<file path="config.mk">
export PLATFORM = sky130hd
export DESIGN_NAME = mrl_cfg
export DESIGN_NICKNAME = d
export VERILOG_FILES = /design/src/rtl/core/mrl_pkg.sv /design/src/rtl/core/mrl_cfg.sv
export SDC_FILE = /design/constraint.sdc
export NUM_CORES = 1
export LEC_CHECK = 0
export ABC_CLOCK_PERIOD_IN_PS = 800
export BUFFER_PORTS_ARGS = -buffer_cell sky130_fd_sc_hd__buf_2
export CAP_MARGIN = 20
export CORE_ASPECT_RATIO = 1.2
export CORE_MARGIN = 3
export CORE_UTILIZATION = 35
export CTS_BUF_LIST = sky130_fd_sc_hd__clkbuf_8
export CTS_CLUSTER_SIZE = 20
export DETAILED_ROUTE_END_ITERATION = 7
export PLACE_DENSITY = 0.73
export SYNTH_ARGS = -nofsm -noshare
export SYNTH_HDL_FRONTEND = slang
export SYNTH_SLANG_ARGS = --single-unit
</file>
<file path="constraint.sdc">
create_clock -name clk -period 0.8 [get_ports clk]
set_clock_uncertainty 0.05 [all_clocks]
set_input_delay 0.12 -clock clk [delete_from_list [all_inputs] [get_ports clk]]
set_output_delay 0.12 -clock clk [all_outputs]
set_load 0.005 [all_outputs]
</file>
<file path="src/rtl/core/mrl_pkg.sv">
// mrl_pkg: types, register indexes and constants of the measurement ring log
// used by every module in rtl/core; depends on nothing else
package mrl_pkg;

	localparam int DEF_LOG_DEPTH = 64;

	localparam int POS_W     = 6;
	localparam int CNT_OUT_W = 7;
	localparam int CFG_IDX_W = 3;
	localparam int CFG_DAT_W = 63;

	localparam logic FUNC_APPEND = 1'b0;
	localparam logic FUNC_READ   = 1'b1;

	localparam logic [CFG_IDX_W-1:0] REG_QUEUE_MODE     = 3'd0;
	localparam logic [CFG_IDX_W-1:0] REG_TIME_THRESHOLD = 3'd1;
	localparam logic [CFG_IDX_W-1:0] REG_RESOURCE_LIMIT = 3'd2;
	localparam logic [CFG_IDX_W-1:0] REG_PART_LIMIT     = 3'd3;
	localparam logic [CFG_IDX_W-1:0] REG_METRIC_LIMIT   = 3'd4;
	localparam logic [CFG_IDX_W-1:0] REG_UNIT_LIMIT     = 3'd5;

	localparam logic [62:0] RST_THRESHOLD      = 63'd1680000000;
	localparam logic [6:0]  RST_RESOURCE_LIMIT = 7'd64;
	localparam logic [12:0] RST_PART_LIMIT     = 13'd4096;
	localparam logic [12:0] RST_METRIC_LIMIT   = 13'd4096;
	localparam logic [8:0]  RST_UNIT_LIMIT     = 9'd256;

	typedef struct packed {
		logic        queue_mode;
		logic [62:0] time_threshold;
		logic [6:0]  resource_limit;
		logic [12:0] part_limit;
		logic [12:0] metric_limit;
		logic [8:0]  unit_limit;
	} cfg_t;

	// stored entry, path without its tag byte
	typedef struct packed {
		logic [63:0] node;
		logic [55:0] path;
		logic [63:0] addr;
		logic [63:0] time_bits;
		logic [31:0] sample;
	} entry_t;

	// result control from the sequencer to the output stage
	typedef struct packed {
		logic done;
		logic read;
		logic ok;
		logic full;
	} res_ctl_t;

endpackage

</file>
<file path="src/rtl/core/mrl_cfg.sv">
// mrl_cfg: configuration registers written through the plain write port
// depends on mrl_pkg
module mrl_cfg (
	input  logic                           clk,
	input  logic                           arst_n,
	input  logic                           cfg_we,
	input  logic [mrl_pkg::CFG_IDX_W-1:0] cfg_idx,
	input  logic [mrl_pkg::CFG_DAT_W-1:0] cfg_wdata,
	output mrl_pkg::cfg_t                  cfg
);
	import mrl_pkg::*;

	cfg_t cfg_q;

	always_ff @(posedge clk or negedge arst_n) begin
		if (!arst_n) begin
			cfg_q.queue_mode     <= 1'b0;
			cfg_q.time_threshold <= RST_THRESHOLD;
			cfg_q.resource_limit <= RST_RESOURCE_LIMIT;
			cfg_q.part_limit     <= RST_PART_LIMIT;
			cfg_q.metric_limit   <= RST_METRIC_LIMIT;
			cfg_q.unit_limit     <= RST_UNIT_LIMIT;
		end else if (cfg_we) begin
			case (cfg_idx)
				REG_QUEUE_MODE:     cfg_q.queue_mode     <= cfg_wdata[0];
				REG_TIME_THRESHOLD: cfg_q.time_threshold <= cfg_wdata[62:0];
				REG_RESOURCE_LIMIT: cfg_q.resource_limit <= cfg_wdata[6:0];
				REG_PART_LIMIT:     cfg_q.part_limit     <= cfg_wdata[12:0];
				REG_METRIC_LIMIT:   cfg_q.metric_limit   <= cfg_wdata[12:0];
				REG_UNIT_LIMIT:     cfg_q.unit_limit     <= cfg_wdata[8:0];
				default: ;
			endcase
		end
	end

	assign cfg = cfg_q;

endmodule

</file>
* Word-level counts from Yosys, hierarchy flattened
Index checks and enable logic that the tools add are counted.
Storage, ports and cells: register bits 106, logic and storage cells 18
Cells by class: equal/unequal tests 5, reductions and logical operators 7
Operator list (count):
- $reduce_and A2 Y1 | 6
- $eq A3 B2 Y1 const B | 2
- $eq A3 B3 Y1 const B | 2
- $eq A3 B1 Y1 const B | 1
- $logic_not A3 Y1 | 1

* Longest topological paths before layout
depth after elaboration 2, mapped depth 4, depth with buffers taken out 2

* Least setup slack after synthesis
No wires, ideal clock.
path kind input-to-reg, start point input port cfg_idx[0] (netlist bit), end point register cfg_q, in the netlist cfg[11], library setup time 0.125 ns, arrival 0.994 ns, setup slack -0.369 ns, stages 3, path buffers 1, path through and4bb_2 > buf_2 > mux2_2
On the way: cells in the longest elaborated chain, start to end 2
RTL lines:
- start, declared | RTL line mrl_cfg.sv:7 | input logic [mrl_pkg::CFG_IDX_W-1:0] cfg_idx,
- $eq A3 B3 Y1 | RTL line mrl_cfg.sv:24 | case (cfg_idx)
- $reduce_and A2 Y1 (no source line)
- end, declared | RTL line mrl_cfg.sv:13 | cfg_t cfg_q;
No other way between the ends. A chain may end at the register's enable or synchronous reset.

* Worst setup path in the final report
start point register cfg_q, in the netlist cfg[41], end point output port cfg[41] (netlist bit)
RTL lines:
- end, declared | RTL line mrl_cfg.sv:9 | output mrl_pkg::cfg_t cfg
No word-level cell between the ends.

==> impl_metrics.toml <==
[status]
status = "complete, but fails checks"
violations = "negative hold slack, negative setup slack"

[floorplan]
initial_utilization_pct = 36.3
die_area_sq_um = 13500
design.core.area_sq_um = 11700
chipHeight_microns = 127
die_w_microns = 106
ioPinCount = 175
row_count = 43

[clock_network]
cts-root-buf = "sky130_fd_sc_hd__clkbuf_8"
cts-htree-levels = 3
max-clock-path-buffers = 2
cts_made_buffers = 9
cts.sink_count = 106
cts_tree = "done"
clk-insertion-delay-late_ps = 360
cts.reportedPaths.clkPinSlew_ps = 110

[layout]
drive_above_1_share_pct = 76.1
mostFrequentLayoutCell = "sky130_fd_sc_hd__buf_2"
final_cells = 704
final_cell_area_sq_um = 7130
final_nets = 611
final_cell_mix = "sky130_fd_sc_hd__buf_2, sky130_fd_sc_hd__mux2_4, sky130_fd_sc_hd__dfrtp_1"
number_of_flip_flops_in_the_largest_register = 106
area.sequential_sq_um = 2670
multi_input_comb_area_sq_um = 1650
fill_cells = 852
antenna-diode-count = 0
area_growth_syn_to_layout_pct = 68.1

[synthesis]
synth_cell_type_count = 11
netlist_area_sq_um = 4240
synthesis.yosys.warnings = 0
syn_area_per_cell_sq_um = 18.6
syn_nets = 297
synthesis.instances = 228
synth_seq_area_share_pct = 62.9
ys_ff_latch = 106

[timing]
finalCritPeriodShare_pct = 149
max-slew-margin-rel_pct = 84.2
setup_viol = 212
fmaxAchievable_mhz = 837
rsz_0062_raised_after_global_routing = "yes"
fin_crit_ps = 1190
final_max_slew_viol_count = 0
crit_path_setup_slack_layout_ps = -395
holdWs_ps = -44.5
max_slew.worst_pin.slew_ps = 236
hold_viol_final = 29

[worst_hold_path]
number_of_instances_on_the_worst_hold_path = 2
worstHoldStart = "cfg_wdata[51]"
min-delay-path-class = "in -> reg"

[power]
total_power_uw = 16000
power_density_nw_per_um2 = 2240
vdd_drop_max_mv = 1.28
total_leakage_power_uw = 0.00363

[critical_path]
timing.critical_path.from = "cfg[41]$_DFFE_PN1P_"
endpoint_arrival_time_on_the_critical_path_ps = 1020
cp.depth = 1
largest_delay_share_family_worst_path = "flip-flops"
path_buf_inv = 1
slowest_cp_cell = "sky130_fd_sc_hd__dfstp_2"
crit_type = "reg -> out"
cp_startpoint_kind = "flip-flop"
critical_path_peak_fanout = 2
worst_setup_path_end_kind = "output port"
crit-reg2reg-launch = "cfg[90]$_DFFE_PN0P_"
critPathMaxStageDelay_ps = 560
crit_required_ps = 630
number_of_cells_traversed_by_the_worst_register_to_register_path = 2
crit_chain = "buf_2"

[detailed_routing]
drcViolationCount = 0
drt.antenna.violating_nets = 0
drt-total-wl_mm = 12.3
drt_iter0_markers = 86
dr_total_vias = 3150
wl_per_cell_microns = 17.4
dr.pass1.iters = 4
vias_per_cell = 4.47

[place]
detailedPlacementHpwl_mm = 7.14
place.port_buffers = 174
dpl_cell_area_sq_um = 5570
placement.setup.worst_slack_ps = -612
dpl.cell_count = 571
finalWeightedCongestion = 0.766

[global_routing]
grt_overflow = 0
grt_first_pass_wirelength_mm = 18.5
number_of_antenna_violations_at_the_first_check_in_global_routing = 0
number_of_global_route_vias_before_repair = 3440
grt_start_max_net_pins = 35
grt_util_overall_pct = 17.5

[job]
cap_violations = 0
==> cells by family (layout without fill, tap and decap cells) <==
| kind of cell | count (synthesis) | after routing | synth area share [%] |
|---|---|---|---|
| buffers and inverters | 10 | 329 | 2.21 |
| DFF | 106 | 106 | 62.9 |
| muxes | 106 | 106 | 33.5 |
| and+or+nand+nor | 6 | 6 | 1.45 |
==> final cells by class <==
type / instances / area share (%)
sequential: 106 / 37.4
multi-input combinational: 112 / 23.1
tap: 157 / 2.75
clock inverter: 6 / 0.807
clock buffer: 10 / 1.93
timing repair buffer: 313 / 34.0
==> layer usage <==
| metal | vias to the layer above | track usage, % | routed length [microns] |
|---|---|---|---|
| met5 | - | 0 | 0 |
| met4 | 0 | 4.36 | 100 |
| met3 | 7 | 4.22 | 755 |
| met2 | 112 | 31.0 | 6410 |
| met1 | 1593 | 21.4 | 5010 |
| li1 | 1438 | - | - |
==> worst register-to-register path, cell delays in order (launching register included) <==
cell and delay, ps:
sky130_fd_sc_hd__dfrtp_1 400, sky130_fd_sc_hd__buf_4 140, sky130_fd_sc_hd__mux2_4 260
==> per-stage QoR <==
step                TNS (ps)  hold WS, ps  util [%]
floorplan             -31270         -226         -
global placement      -54070        -56.4      47.7
detailed placement    -56810        -57.7      47.7
CTS                   -49380        -72.1      58.0
global route          -51890        -71.0      61.1
finish                -46430        -44.5      61.1
==> what timing repair did <==
item                                    4_1_cts  5_1_grt
endpoints found under the setup margin      212      212
hold buffers                                 28        6
pin swaps                                     5        2
resized for setup                            45       26
setup buffers                                51       37
gates cloned                                  6        1
hold endpoints to repair                    185       46
==> where the power goes <==
part / switching [uW] / internal, uW
logic: 1610 / 3750
registers: 695 / 6630
clock network: 1780 / 1520
total: 4080 / 11900
==> cells in the mapped netlist <==
cell type | count | area [sq um]
sky130_fd_sc_hd__mux2_4 | 60 | 901
sky130_fd_sc_hd__nor4bb_1 | 1 | 10.0
sky130_fd_sc_hd__mux2_2 | 46 | 518
sky130_fd_sc_hd__and4bb_2 | 1 | 12.5
sky130_fd_sc_hd__and4bb_1 | 1 | 12.5
sky130_fd_sc_hd__buf_6 | 7 | 78.8
sky130_fd_sc_hd__dfstp_2 | 12 | 315
sky130_fd_sc_hd__nor4b_1 | 1 | 8.76
sky130_fd_sc_hd__dfrtp_1 | 94 | 2350
sky130_fd_sc_hd__nand4b_1 | 2 | 17.5
sky130_fd_sc_hd__buf_2 | 3 | 15.0
==> worst paths after layout <==
path / to / slack [ps]
setup / recovery: cfg[41] / -390
hold / removal: cfg[93]$_DFFE_PN0P_ / -40
setup reg to reg: cfg[90]$_DFFE_PN0P_ / -150
hold reg to reg: cfg[92]$_DFFE_PN0P_ / 460
max in group asynchronous: cfg[59]$_DFFE_PN1P_ / 70
min in group asynchronous: cfg[84]$_DFFE_PN0P_ / 120
Note: power is estimated with default switching activity, not from simulation.
