## src/rtl/core/mrl_pkg.sv

```systemverilog
// mrl_pkg: types, register indexes and constants of the measurement ring log
// used by every module in rtl/core; depends on nothing else
package mrl_pkg;

	localparam int DEF_LOG_DEPTH = 64;

	localparam int POS_W     = 6;
	localparam int CNT_OUT_W = 7;
	localparam int CFG_IDX_W = 3;
	localparam int CFG_DAT_W = 63;

	localparam logic FUNC_APPEND = 1'b0;
	localparam logic FUNC_READ   = 1'b1;

	localparam logic [CFG_IDX_W-1:0] REG_QUEUE_MODE     = 3'd0;
	localparam logic [CFG_IDX_W-1:0] REG_TIME_THRESHOLD = 3'd1;
	localparam logic [CFG_IDX_W-1:0] REG_RESOURCE_LIMIT = 3'd2;
	localparam logic [CFG_IDX_W-1:0] REG_PART_LIMIT     = 3'd3;
	localparam logic [CFG_IDX_W-1:0] REG_METRIC_LIMIT   = 3'd4;
	localparam logic [CFG_IDX_W-1:0] REG_UNIT_LIMIT     = 3'd5;

	localparam logic [62:0] RST_THRESHOLD      = 63'd1680000000;
	localparam logic [6:0]  RST_RESOURCE_LIMIT = 7'd64;
	localparam logic [12:0] RST_PART_LIMIT     = 13'd4096;
	localparam logic [12:0] RST_METRIC_LIMIT   = 13'd4096;
	localparam logic [8:0]  RST_UNIT_LIMIT     = 9'd256;

	typedef struct packed {
		logic        queue_mode;
		logic [62:0] time_threshold;
		logic [6:0]  resource_limit;
		logic [12:0] part_limit;
		logic [12:0] metric_limit;
		logic [8:0]  unit_limit;
	} cfg_t;

	// stored entry, path without its tag byte
	typedef struct packed {
		logic [63:0] node;
		logic [55:0] path;
		logic [63:0] addr;
		logic [63:0] time_bits;
		logic [31:0] sample;
	} entry_t;

	// result control from the sequencer to the output stage
	typedef struct packed {
		logic done;
		logic read;
		logic ok;
		logic full;
	} res_ctl_t;

endpackage

```

## src/rtl/core/mrl_ctrl.sv

```systemverilog
// mrl_ctrl: append checks, write pointer, wrap flag and read address
// depends on mrl_pkg; drives the entry memory and the result stage
module mrl_ctrl #(
	parameter int LOG_DEPTH = mrl_pkg::DEF_LOG_DEPTH,
	parameter int PTR_W     = $clog2(LOG_DEPTH)
) (
	input  logic                          clk,
	input  logic                          arst_n,
	input  logic                          accept,
	input  logic                          func,
	input  logic [63:0]                   node_id,
	input  logic [63:0]                   packed_path,
	input  logic [63:0]                   device_addr,
	input  logic [63:0]                   time_stamp,
	input  logic [31:0]                   sample_bits,
	input  logic [mrl_pkg::POS_W-1:0]     position,
	input  mrl_pkg::cfg_t                 cfg,
	output logic                          wr_en,
	output logic [PTR_W-1:0]              wr_addr,
	output mrl_pkg::entry_t               wr_data,
	output logic                          rd_en,
	output logic [PTR_W-1:0]              rd_addr,
	output mrl_pkg::res_ctl_t             ctl,
	output logic [mrl_pkg::CNT_OUT_W-1:0] stored_count
);
	import mrl_pkg::*;

	localparam int CW = PTR_W + 1;
	localparam int SW = ((PTR_W > POS_W) ? PTR_W : POS_W) + 1;
	localparam int XW = (CW > CNT_OUT_W) ? CW : CNT_OUT_W;

	logic [PTR_W-1:0] wp_q, wp_d;
	logic             wrapped_q, wrapped_d;
	logic             done_s1, read_s1, ok_s1, full_s1;
	logic [CW-1:0]    count_s1;

	logic          is_read, ts_valid, range_ok, mode_ok, app_ok, hit;
	logic [CW-1:0] cnt_now, cnt_next;
	logic [SW-1:0] pos_x, sum, sum_adj;
	logic [XW-1:0] cnt_x;

	always_comb begin
		is_read  = (func == FUNC_READ);
		ts_valid = !time_stamp[63] && (time_stamp[62:0] > cfg.time_threshold);
		range_ok = ({1'b0, packed_path[13:8]} < cfg.resource_limit)
		        && ({1'b0, packed_path[35:24]} < cfg.part_limit)
		        && ({1'b0, packed_path[55:44]} < cfg.metric_limit)
		        && ({1'b0, packed_path[63:56]} < cfg.unit_limit);
		mode_ok  = (cfg.queue_mode || !wrapped_q) && (!cfg.queue_mode || ts_valid);
		app_ok   = accept && !is_read && mode_ok && range_ok;

		wr_en             = app_ok;
		wr_addr           = wp_q;
		wr_data.node      = node_id;
		wr_data.path      = packed_path[63:8];
		wr_data.addr      = device_addr;
		wr_data.time_bits = ts_valid ? time_stamp : 64'd0;
		wr_data.sample    = sample_bits;

		wp_d      = wp_q;
		wrapped_d = wrapped_q;
		if (app_ok) begin
			if (wp_q == PTR_W'(LOG_DEPTH - 1)) begin
				wp_d      = '0;
				wrapped_d = 1'b1;
			end else begin
				wp_d = wp_q + 1'b1;
			end
		end

		cnt_now  = wrapped_q ? CW'(LOG_DEPTH) : {1'b0, wp_q};
		cnt_next = wrapped_d ? CW'(LOG_DEPTH) : {1'b0, wp_d};

		// oldest entry sits at the write pointer once wrapped
		pos_x   = SW'(position);
		sum     = SW'(wp_q) + pos_x;
		sum_adj = (sum >= SW'(LOG_DEPTH)) ? (sum - SW'(LOG_DEPTH)) : sum;
		hit     = pos_x < SW'(cnt_now);
		rd_en   = accept && is_read;
		rd_addr = wrapped_q ? sum_adj[PTR_W-1:0] : pos_x[PTR_W-1:0];
	end

	always_ff @(posedge clk or negedge arst_n) begin
		if (!arst_n) begin
			wp_q      <= '0;
			wrapped_q <= 1'b0;
			done_s1   <= 1'b0;
			read_s1   <= 1'b0;
			ok_s1     <= 1'b0;
			full_s1   <= 1'b0;
			count_s1  <= '0;
		end else begin
			wp_q      <= wp_d;
			wrapped_q <= wrapped_d;
			done_s1   <= accept;
			if (accept) begin
				read_s1  <= is_read;
				ok_s1    <= is_read ? hit : app_ok;
				full_s1  <= wrapped_d;
				count_s1 <= cnt_next;
			end
		end
	end

	always_comb begin
		ctl.done     = done_s1;
		ctl.read     = read_s1;
		ctl.ok       = ok_s1;
		ctl.full     = full_s1;
		cnt_x        = XW'(count_s1);
		stored_count = cnt_x[CNT_OUT_W-1:0];
	end

endmodule

```

## config.mk

```make
export PLATFORM = sky130hd
export DESIGN_NAME = mrl_ctrl
export DESIGN_NICKNAME = d
export VERILOG_FILES = /design/src/rtl/core/mrl_pkg.sv /design/src/rtl/core/mrl_ctrl.sv
export SDC_FILE = /design/constraint.sdc
export NUM_CORES = 1
export LEC_CHECK = 0
export BUFFER_PORTS_ARGS = -buffer_cell sky130_fd_sc_hd__buf_2
export CAP_MARGIN = 20
export CORE_AREA = 2 2 273 275
export CTS_CLUSTER_DIAMETER = 120
export CTS_CLUSTER_SIZE = 8
export DETAILED_ROUTE_END_ITERATION = 16
export DIE_AREA = 0 0 275 277
export PLACE_DENSITY = 0.31
export SYNTH_ARGS = -nofsm -noshare
export SYNTH_HDL_FRONTEND = slang
export SYNTH_SLANG_ARGS = --single-unit
```

## constraint.sdc

```tcl
create_clock -name clk -period 2.9 [get_ports clk]
set_input_delay 0.29 -clock clk [delete_from_list [all_inputs] [get_ports clk]]
set_output_delay 0.29 -clock clk [all_outputs]
set_load 0.01 [all_outputs]
```

After elaboration in Yosys (flattened, before gate mapping) --
Index checks and enable logic that the tools add are counted.
Word-level totals: bits in registers 18, input port bits 404, output and inout bits 305, word-level logic and storage cells 43
Cells by class: $add $sub $neg 3, magnitude comparators 7, equality and inequality tests 1, muxes and demuxes 10, reduce and logical (&&, ||, !) cells 15
Operators by type and width (count):
- $mux W64 | 1
- $gt A63 B63 Y1 | 1
- $lt A12 B13 Y1 | 2
- $mux W6 | 4
- $lt A6 B7 Y1 | 2
- $mux W7 | 2
- $logic_and A1 B1 Y1 | 9
- $lt A8 B9 Y1 | 1
- $add A6 B6 Y7 | 1
- $ge A7 B7 Y1 const B | 1
- $add A6 B1 Y6 const B | 1
- $eq A6 B6 Y1 const B | 1
- $sub A6 B1 Y6 const B | 1
- $logic_not A1 Y1 | 4
- $mux W1 | 3
- $logic_or A1 B1 Y1 | 2

Logic depth before layout (Yosys ltp) --
Gate-level depths: netlist of run 1.
depth after elaboration 8, depth in mapped cells 11, depth with buffers taken out 10

Worst setup path after synthesis of run 1 --
No wires, ideal clock.
path type input to register, start input port cfg[20] (netlist bit), end register count_s1[0], in the netlist stored_count[0], library setup time 0.121 ns, arrival 3.012 ns, data required time 2.779 ns, path slack -0.233 ns, cell stages on the path 10, buffers on the path 0, path through inv_1 > ha_1 > and4b_1 > a2111o_1 > or4_4 > a311oi_2 > nand4_2 > nor3_4 > mux2_4 > a22o_1
Between the ends: cells in the longest elaborated chain, start to end 6, elaborated cells between the ends (all ways) 7, classes of those cells order compare (1); mux (3); reduce/logical (3)
Ends and longest elaborated chain:
- start, declared | RTL line mrl_ctrl.sv:17 | input mrl_pkg::cfg_t cfg,
- $lt A12 B13 Y1 | RTL line mrl_ctrl.sv:47 | && ({1'b0, packed_path[55:44]} < cfg.metric_limit)
- $logic_and A1 B1 Y1 | RTL line mrl_ctrl.sv:47
- $logic_and A1 B1 Y1 | RTL line mrl_ctrl.sv:48 | && ({1'b0, packed_path[63:56]} < cfg.unit_limit);
- $logic_and A1 B1 Y1 | RTL line mrl_ctrl.sv:50 | app_ok = accept && !is_read && mode_ok && range_ok;
- net wr_en | RTL line mrl_ctrl.sv:18 | output logic wr_en,
- $mux W6 | RTL line mrl_ctrl.sv:62 | if (app_ok) begin
- net wp_d[0] | RTL line mrl_ctrl.sv:32 | logic [PTR_W-1:0] wp_q, wp_d;
- $mux W7 | RTL line mrl_ctrl.sv:72 | cnt_next = wrapped_d ? CW'(LOG_DEPTH) : {1'b0, wp_d};
- end signal, assigned | RTL line mrl_ctrl.sv:100 | count_s1 <= cnt_next;
- end, declared | RTL line mrl_ctrl.sv:35 | logic [CW-1:0] count_s1;
The timed path passes the listed nets, and every way through them passes these cells. A chain may end at the register's enable or synchronous reset.

==> results of run 1 <==
==> through the flow <==
step | utilization [%] | cells | worst slack (ps)
after floorplan | - | 759 | -51.7
after global placement | 10.2 | 1904 | -763
after detailed placement | 10.2 | 1904 | -763
after CTS | 12.2 | 1931 | -241
after global routing | 12.6 | 1933 | -329
final | 12.6 | 1933 | -156
==> cells by family after synthesis <==
| kind of cell | count (synthesis) | share of synthesized area [%] |
|---|---|---|
| mux | 8 | 1.58 |
| compound gates | 104 | 11.8 |
| simple gates | 171 | 17.5 |
| buf+inv | 342 | 36.8 |
| flops | 17 | 7.38 |
| fa+ha+maj | 109 | 23.8 |
| xor+xnor | 7 | 1.06 |
| other cells | 1 | 0.0650 |
==> sequential cells by signal, summed over array words and instances, names as in the netlist <==
signal        flops
read_s1           1
ok_s1             1
full_s1           1
done_s1           1
wrapped_q         1
stored_count      6
wr_addr           6
==> synth_stat cells, types with 10 or more instances <==
| master | number | area [sq um] |
|---|---|---|
| ha_1 | 108 | 1350 |
| nand4_1 | 13 | 81.3 |
| and2_1 | 64 | 400 |
| dfrtp_1 | 17 | 425 |
| a21oi_1 | 39 | 195 |
| buf_4 | 222 | 1670 |
| a21o_1 | 12 | 90.1 |
| nand3_1 | 14 | 70.1 |
| nand2b_1 | 10 | 62.6 |
| inv_1 | 111 | 417 |
| nor2_1 | 16 | 60.1 |
| o21ai_0 | 17 | 85.1 |
| nand2_1 | 21 | 78.8 |
==> repair_timing <==
item / 4_1_cts / 5_1_grt
resized for setup: 218 / 65
pin swaps: 101 / 36
buffers inserted: 15 / 4
hold buffers: 1 / 0
endpoints found under the hold margin: 17 / 0
cloned: 7 / 0
endpoints found under the setup margin: 79 / 75
==> how the worst max path moves through the flow <==
stage	to	slack, ps	depth (start not counted)	from
after floorplan	stored_count[0]	-50	10	cfg[18]
after global placement	wr_data[43]	-760	14	cfg[103]
after detailed placement	wr_data[43]	-760	14	cfg[103]
after CTS	wr_data[69]	-240	15	cfg[64]
after global routing	wr_data[35]	-330	14	cfg[59]
final	wr_data[91]	-160	14	time_stamp[54]
==> critical path, stage by stage <==
cell      delay, ps
buf_2           110
ha_1            310
nand2_1         270
buf_4           170
o21ai_0         100
a211oi_2        230
nor3_2           80
buf_4           140
nor4b_4         350
nor2_4          100
buf_12          170
buf_16          160
and2_4          160
buf_6           110
==> final cells by class <==
cell class	count	area, sq um	share of cell area [%]
multi-input combinational	400	3990	42.9
timing repair buffer	432	3140	33.8
tap	969	1210	13.0
inverter	111	447	4.81
sequential	17	425	4.58
clock buffer	3	75.1	0.808
clock inverter	1	5.00	0.0539
==> layer usage <==
layer	track usage, %	share of wire (%)	vias up
met5	0	0.095	-
met4	2.81	4.7	4
met3	1.59	8.2	90
met2	13.3	51	375
met1	7.09	36	2493
li1	-	-	2701
==> cell usage in the layout (no fill, tap or decap), types with 6 or more instances in the layout <==
master,instances
a21oi_1,29
nand4_1,13
nand3_1,13
ha_1,80
buf_16,8
o21ai_0,12
nor2_1,14
a21oi_2,9
ha_4,27
nand2b_1,10
inv_2,12
a21o_1,12
and2_4,64
inv_1,94
buf_2,262
buf_4,66
nand2_1,20
a22o_1,6
dfrtp_1,17
buf_6,90
==> power by group <==
part	total [W]	internal [W]	switching, W
clock network	0.000281	0.000185	0.0000966
logic	0.00167	0.000865	0.000804
registers	0.000336	0.000292	0.0000441
==> results_dict.tcl, run 1 <==
set metrics [dict create \
    status "finished with violations" \
    violations "negative setup slack" \
    min_path_cells 2 \
    synthArstFlopShare_pct 100 \
    path_clk_slew_ps 60 \
    max_freq_ghz 0.327 \
    synthDistinctLibCells 60 \
    vias_per_cell 2.93 \
    fp.dieH_um 277 \
    drv_cap 0 \
    drt_pre_antenna_iters 4 \
    syn_area_per_cell_sq_um 7.60 \
    clockRootBuffer "clkbuf_16" \
    power_density_mw_per_mm2 246 \
    worstSetupPathType "input port to output port" \
    coreArea_sq_mm 0.0736 \
    worstRegToRegCells 10 \
    ys_warn_count 0 \
    die_x_um 275 \
    clock_skew_ps 3.30 \
    worst_slew_margin_rel_pct 61.3 \
    synth_flop_cell "dfrtp_1" \
    fin_crit_sh_pct 105 \
    worstPathRequired_ps 2610 \
    worst_slew_pin_slew_ps 576 \
    hold_end "done_s1" \
    grt_usage_pct 6.92 \
    min_period_ps 3060 \
    ys_seq_area_share_pct 7.38 \
    hp-start "accept" \
    io_buffers 343 \
    place_congestion 0.765 \
    num_antenna_cells 0 \
    crit_fanout 7 \
    routed_wl_um 28400 \
    cts_tree "yes" \
    setup_viol 68 \
    wl_per_cell_um 14.7 \
    fin_ws_ps -156 \
    endpoint_kind "output port" \
    hold_class "input port to flop" \
    grt_max_degree 18 \
    netlist_area_sq_mm 0.00577 \
    std_cell_rows 100 \
    cts_buffer_depth 2 \
    synth_edf_count 0 \
    grt_overflow 0 \
    r2r_setup_slack_ps -40 \
    worst_setup_path_start_kind "input port" \
    die_area_sq_mm 0.0762 \
    fillCellCount 8508 \
    grt_first_pass_wirelength_um 38100 \
    reg2reg_to "stored_count[3]" \
    synth_seq_cells 17 \
    drive_gt1_share_pct 61.9 \
    vdd_drop_max_mv 0.193 \
    start_util_pct 7.84 \
    drc_errors 0 \
    drt_iter0_drc 129 \
    netlist_instances 759 \
    syn_to_final_growth_pct 61.1 \
    rsz0062_at_grt "yes" \
    ant_nets 0 \
    setup_tns_ps -8020 \
    numCtsBuffers 3 \
    fin_nets 1478 \
    antenna_found_initial 9 \
    placed_cell_area_sq_mm 0.00754 \
    cts.sinks 17 \
    finalPower_w 0.00229 \
    rr_startpoint "wrapped_q" \
    h-tree-depth 1 \
    insertion_delay_ps 250 \
    grt_pass1_vias 5942 \
    post-dp-hpwl_um 24000 \
    cp.arrival_ps 2770 \
    design_area_sq_mm 0.00929 \
    whs_ps 362 \
    p_leak_nw 4.57 \
    slew_viol_final 0 \
    vias 5663 \
    hold_viol_final 0 \
    io_pins 709 \
    synth_fp_nets 1272 \
]
(Power assumes the default switching activity.)
==> run 2, diff against run 1 <==
- ABC_AREA: not set -> 1
- CORE_AREA: 2 2 273 275 -> 2 2 275 277
- DIE_AREA: 0 0 275 277 -> 0 0 277 279
==> run 2 against run 1 <==
The flow now finishes without violations. Via count up 3.2%. Combinational power down 25%. Synthesized area up 5.1%. Wire length down 11%.
==> results_dict.tcl, run 2 <==
set metrics [dict create \
    syn_area_per_cell_sq_um 6.27 \
    hold_viol_final 0 \
    yosysMostFrequentCell "buf_4" \
    vias 5844 \
    setup_viol 0 \
    drc_errors 0 \
    drt_iter0_drc 127 \
    io_pins 709 \
    hold_class "input port to flop" \
    post-synth-top-area-cell "buf_4" \
    cts_buffer_depth 2 \
    wl_per_cell_um 12.2 \
    ant_nets 0 \
    drt_pre_antenna_iters 4 \
    swShare_pct 47.4 \
    place_congestion 0.813 \
    grt_pass1_vias 5834 \
    stdcell_count 2075 \
    finalPower_w 0.00185 \
    dp_cells 2068 \
    std_cell_rows 100 \
    insertion_delay_ps 250 \
    min_period_ps 2630 \
    endpoint_kind "output port" \
    rsz0062_at_grt "no" \
    clock_skew_ps 3.89 \
    max_freq_ghz 0.380 \
    ys_warn_count 0 \
    h-tree-depth 1 \
    path_clk_slew_ps 50 \
    syn_to_final_growth_pct 25.0 \
    cts_tree "yes" \
    vias_per_cell 2.82 \
    cp.arrival_ps 2340 \
    drv_cap 0 \
    routed_wl_um 25300 \
    grt_max_degree 52 \
    synth_mux_area_share_pct 0 \
    synth_flop_cell "dfrtp_1" \
    power_frac_comb_pct 68.1 \
    clockRootBuffer "clkbuf_16" \
    synth_commonest_cells "222 x buf_4, 212 x inv_1, 174 x nand2_1" \
    numCtsBuffers 3 \
    synth-xor-area-share_pct 0.723 \
    worstSetupEndpoint "wr_data[38]" \
    netlist_instances 966 \
    synth_fp_nets 1479 \
    vdd_drop_max_mv 0.170 \
    final_cell_mix "343 x buf_2, 212 x inv_1, 173 x nand2_1, 108 x ha_1, 107 x nor2_1" \
    pwr-share-seq_pct 16.7 \
    power.clock.fraction_pct 15.2 \
    yosys.area.top_type_share_pct 27.5 \
    fin_crit_sh_pct 90.7 \
    synth_area_leaders "buf_4 27%, ha_1 22%, inv_1 13%, nand2_1 11%, dfrtp_1 7.0%" \
    worstRegToRegCells 12 \
    worst_setup_path_start_kind "input port" \
    grt_overflow 0 \
    grt_usage_pct 6.23 \
    antenna_found_initial 4 \
    rr_startpoint "wrapped_q" \
    yosys.area_share.simple_pct 21.4 \
    post-dp-hpwl_um 23600 \
    p_int_w 0.000971 \
    layout_commonest_cell "buf_2" \
    grt_first_pass_wirelength_um 36300 \
    drive_gt1_share_pct 35.1 \
    r2r_setup_slack_ps 690 \
    worstSetupPathType "input port to output port" \
    p_sw_w 0.000874 \
    synth_top_family_by_area "buffers and inverters" \
    crit_start "time_stamp[14]" \
    netlist_area_sq_mm 0.00606 \
    coreArea_sq_mm 0.0741 \
    setup_tns_ps 0 \
    fp.dieH_um 279 \
    crit_fanout 8 \
    synth_edf_count 0 \
    die_x_um 277 \
    synthArstFlopShare_pct 100 \
    start_util_pct 8.18 \
    die_area_sq_mm 0.0773 \
    fin_nets 1618 \
    slew_viol_final 0 \
    p_leak_nw 4.61 \
    power_density_mw_per_mm2 244 \
    synthAdderAreaFrac_pct 22.6 \
    ys_seq_area_share_pct 7.02 \
    worstPathRequired_ps 2610 \
    reg2reg_to "stored_count[2]" \
    cts.sinks 17 \
    status "complete, no violations" \
    synth_seq_cells 17 \
    io_buffers 343 \
    synthDistinctLibCells 34 \
    postCtsSetupBuffers 0 \
    synth-compound-area-share_pct 6.56 \
]
[run 2: changes by cell type after synthesis, sizes merged, moves of 5 or more]
| cell | previous run | this run |
|---|---|---|
| a22o | 6 | 1 |
| nand2b | 10 | 0 |
| nand2 | 21 | 178 |
| nand4 | 14 | 6 |
| mux2 | 6 | 0 |
| nor2 | 16 | 110 |
| and2 | 65 | 1 |
| a21o | 12 | 4 |
| inv | 111 | 217 |
| nor4 | 6 | 0 |
[run 2: area by class of cell]
class	count	area, sq um
timing repair buffer	364	1910
tap	969	1210
sequential	17	425
clock buffer	4	78.8
antenna	2	5.00
fill	8782	66500
inverter	217	815
multi-input combinational	502	3120
[run 2: layer usage]
metal / track usage, % / vias to the layer above / share of wire (%)
li1: - / 2958 / -
met1: 6.97 / 2412 / 40
met2: 10.3 / 397 / 44
met3: 2.80 / 71 / 12
met4: 2.29 / 6 / 3.9
met5: 0.876 / - / 0.49
[run 2: critical path, cell delays in order]
cell and delay, ps:
buf_2 110, ha_1 290, nand2_1 70, nor2_1 220
nand3_2 160, nor2_1 140, buf_4 140, nand2_1 50
nand2_1 50, nand2_1 50, nand2_1 50, nand2_1 50
nand2_2 70, nand2_4 70, buf_12 160, buf_12 140
nor2_1 90, buf_2 140
[run 2: logic make-up (layout without fill, tap and decap cells)]
family	Yosys count	count (layout)
and+or+nand+nor	319	319
other	1	3
xor gates and xnor gates	5	5
DFF	17	17
buffers and inverters	447	585
AOI/OAI and AO/OA	68	68
adders and majority gates	109	109
[run 2: how the worst min path moves through the flow]
stage	startpoint	end	slack, ps	cells after the start
2_1_floorplan	arst_n	done_s1	-6	0
4_1_cts	accept	done_s1	190	1
3_3_place_gp	arst_n	done_s1	250	1
6_report	accept	done_s1	200	1
3_5_place_dp	arst_n	wr_addr[4]	250	1
5_1_grt	accept	done_s1	200	1
[run 2: power by group through the flow]
stage / sequential, W / combinational, W / clock (W)
finish: 0.000308 / 0.00126 / 0.000281
global route: 0.000315 / 0.00146 / 0.000292
CTS: 0.000310 / 0.00130 / 0.000286
detailed placement: 0.000314 / 0.00129 / 0
global placement: 0.000313 / 0.00130 / 0
floorplan: 0.000317 / 0.000924 / 0
[run 2: per-stage QoR]
| stage | utilization [%] | area [sq um] | hold WS (ps) | worst slack [ps] |
|---|---|---|---|---|
| 4_1_cts | 10.2 | 7560 | 194 | 86.1 |
| 2_1_floorplan | - | 6060 | -5.59 | 809 |
| 5_1_grt | 10.2 | 7570 | 198 | 3.42 |
| 3_3_place_gp | 10.1 | 7470 | 248 | 32.6 |
| 3_5_place_dp | 10.1 | 7470 | 250 | 63.9 |
| 6_report | 10.2 | 7570 | 197 | 271 |
[run 2: what timing repair did]
action,4_1_cts,5_1_grt
endpoints found under the setup margin,0,16
endpoints found under the hold margin,17,0
hold buffers,1,0
resized for setup,0,2
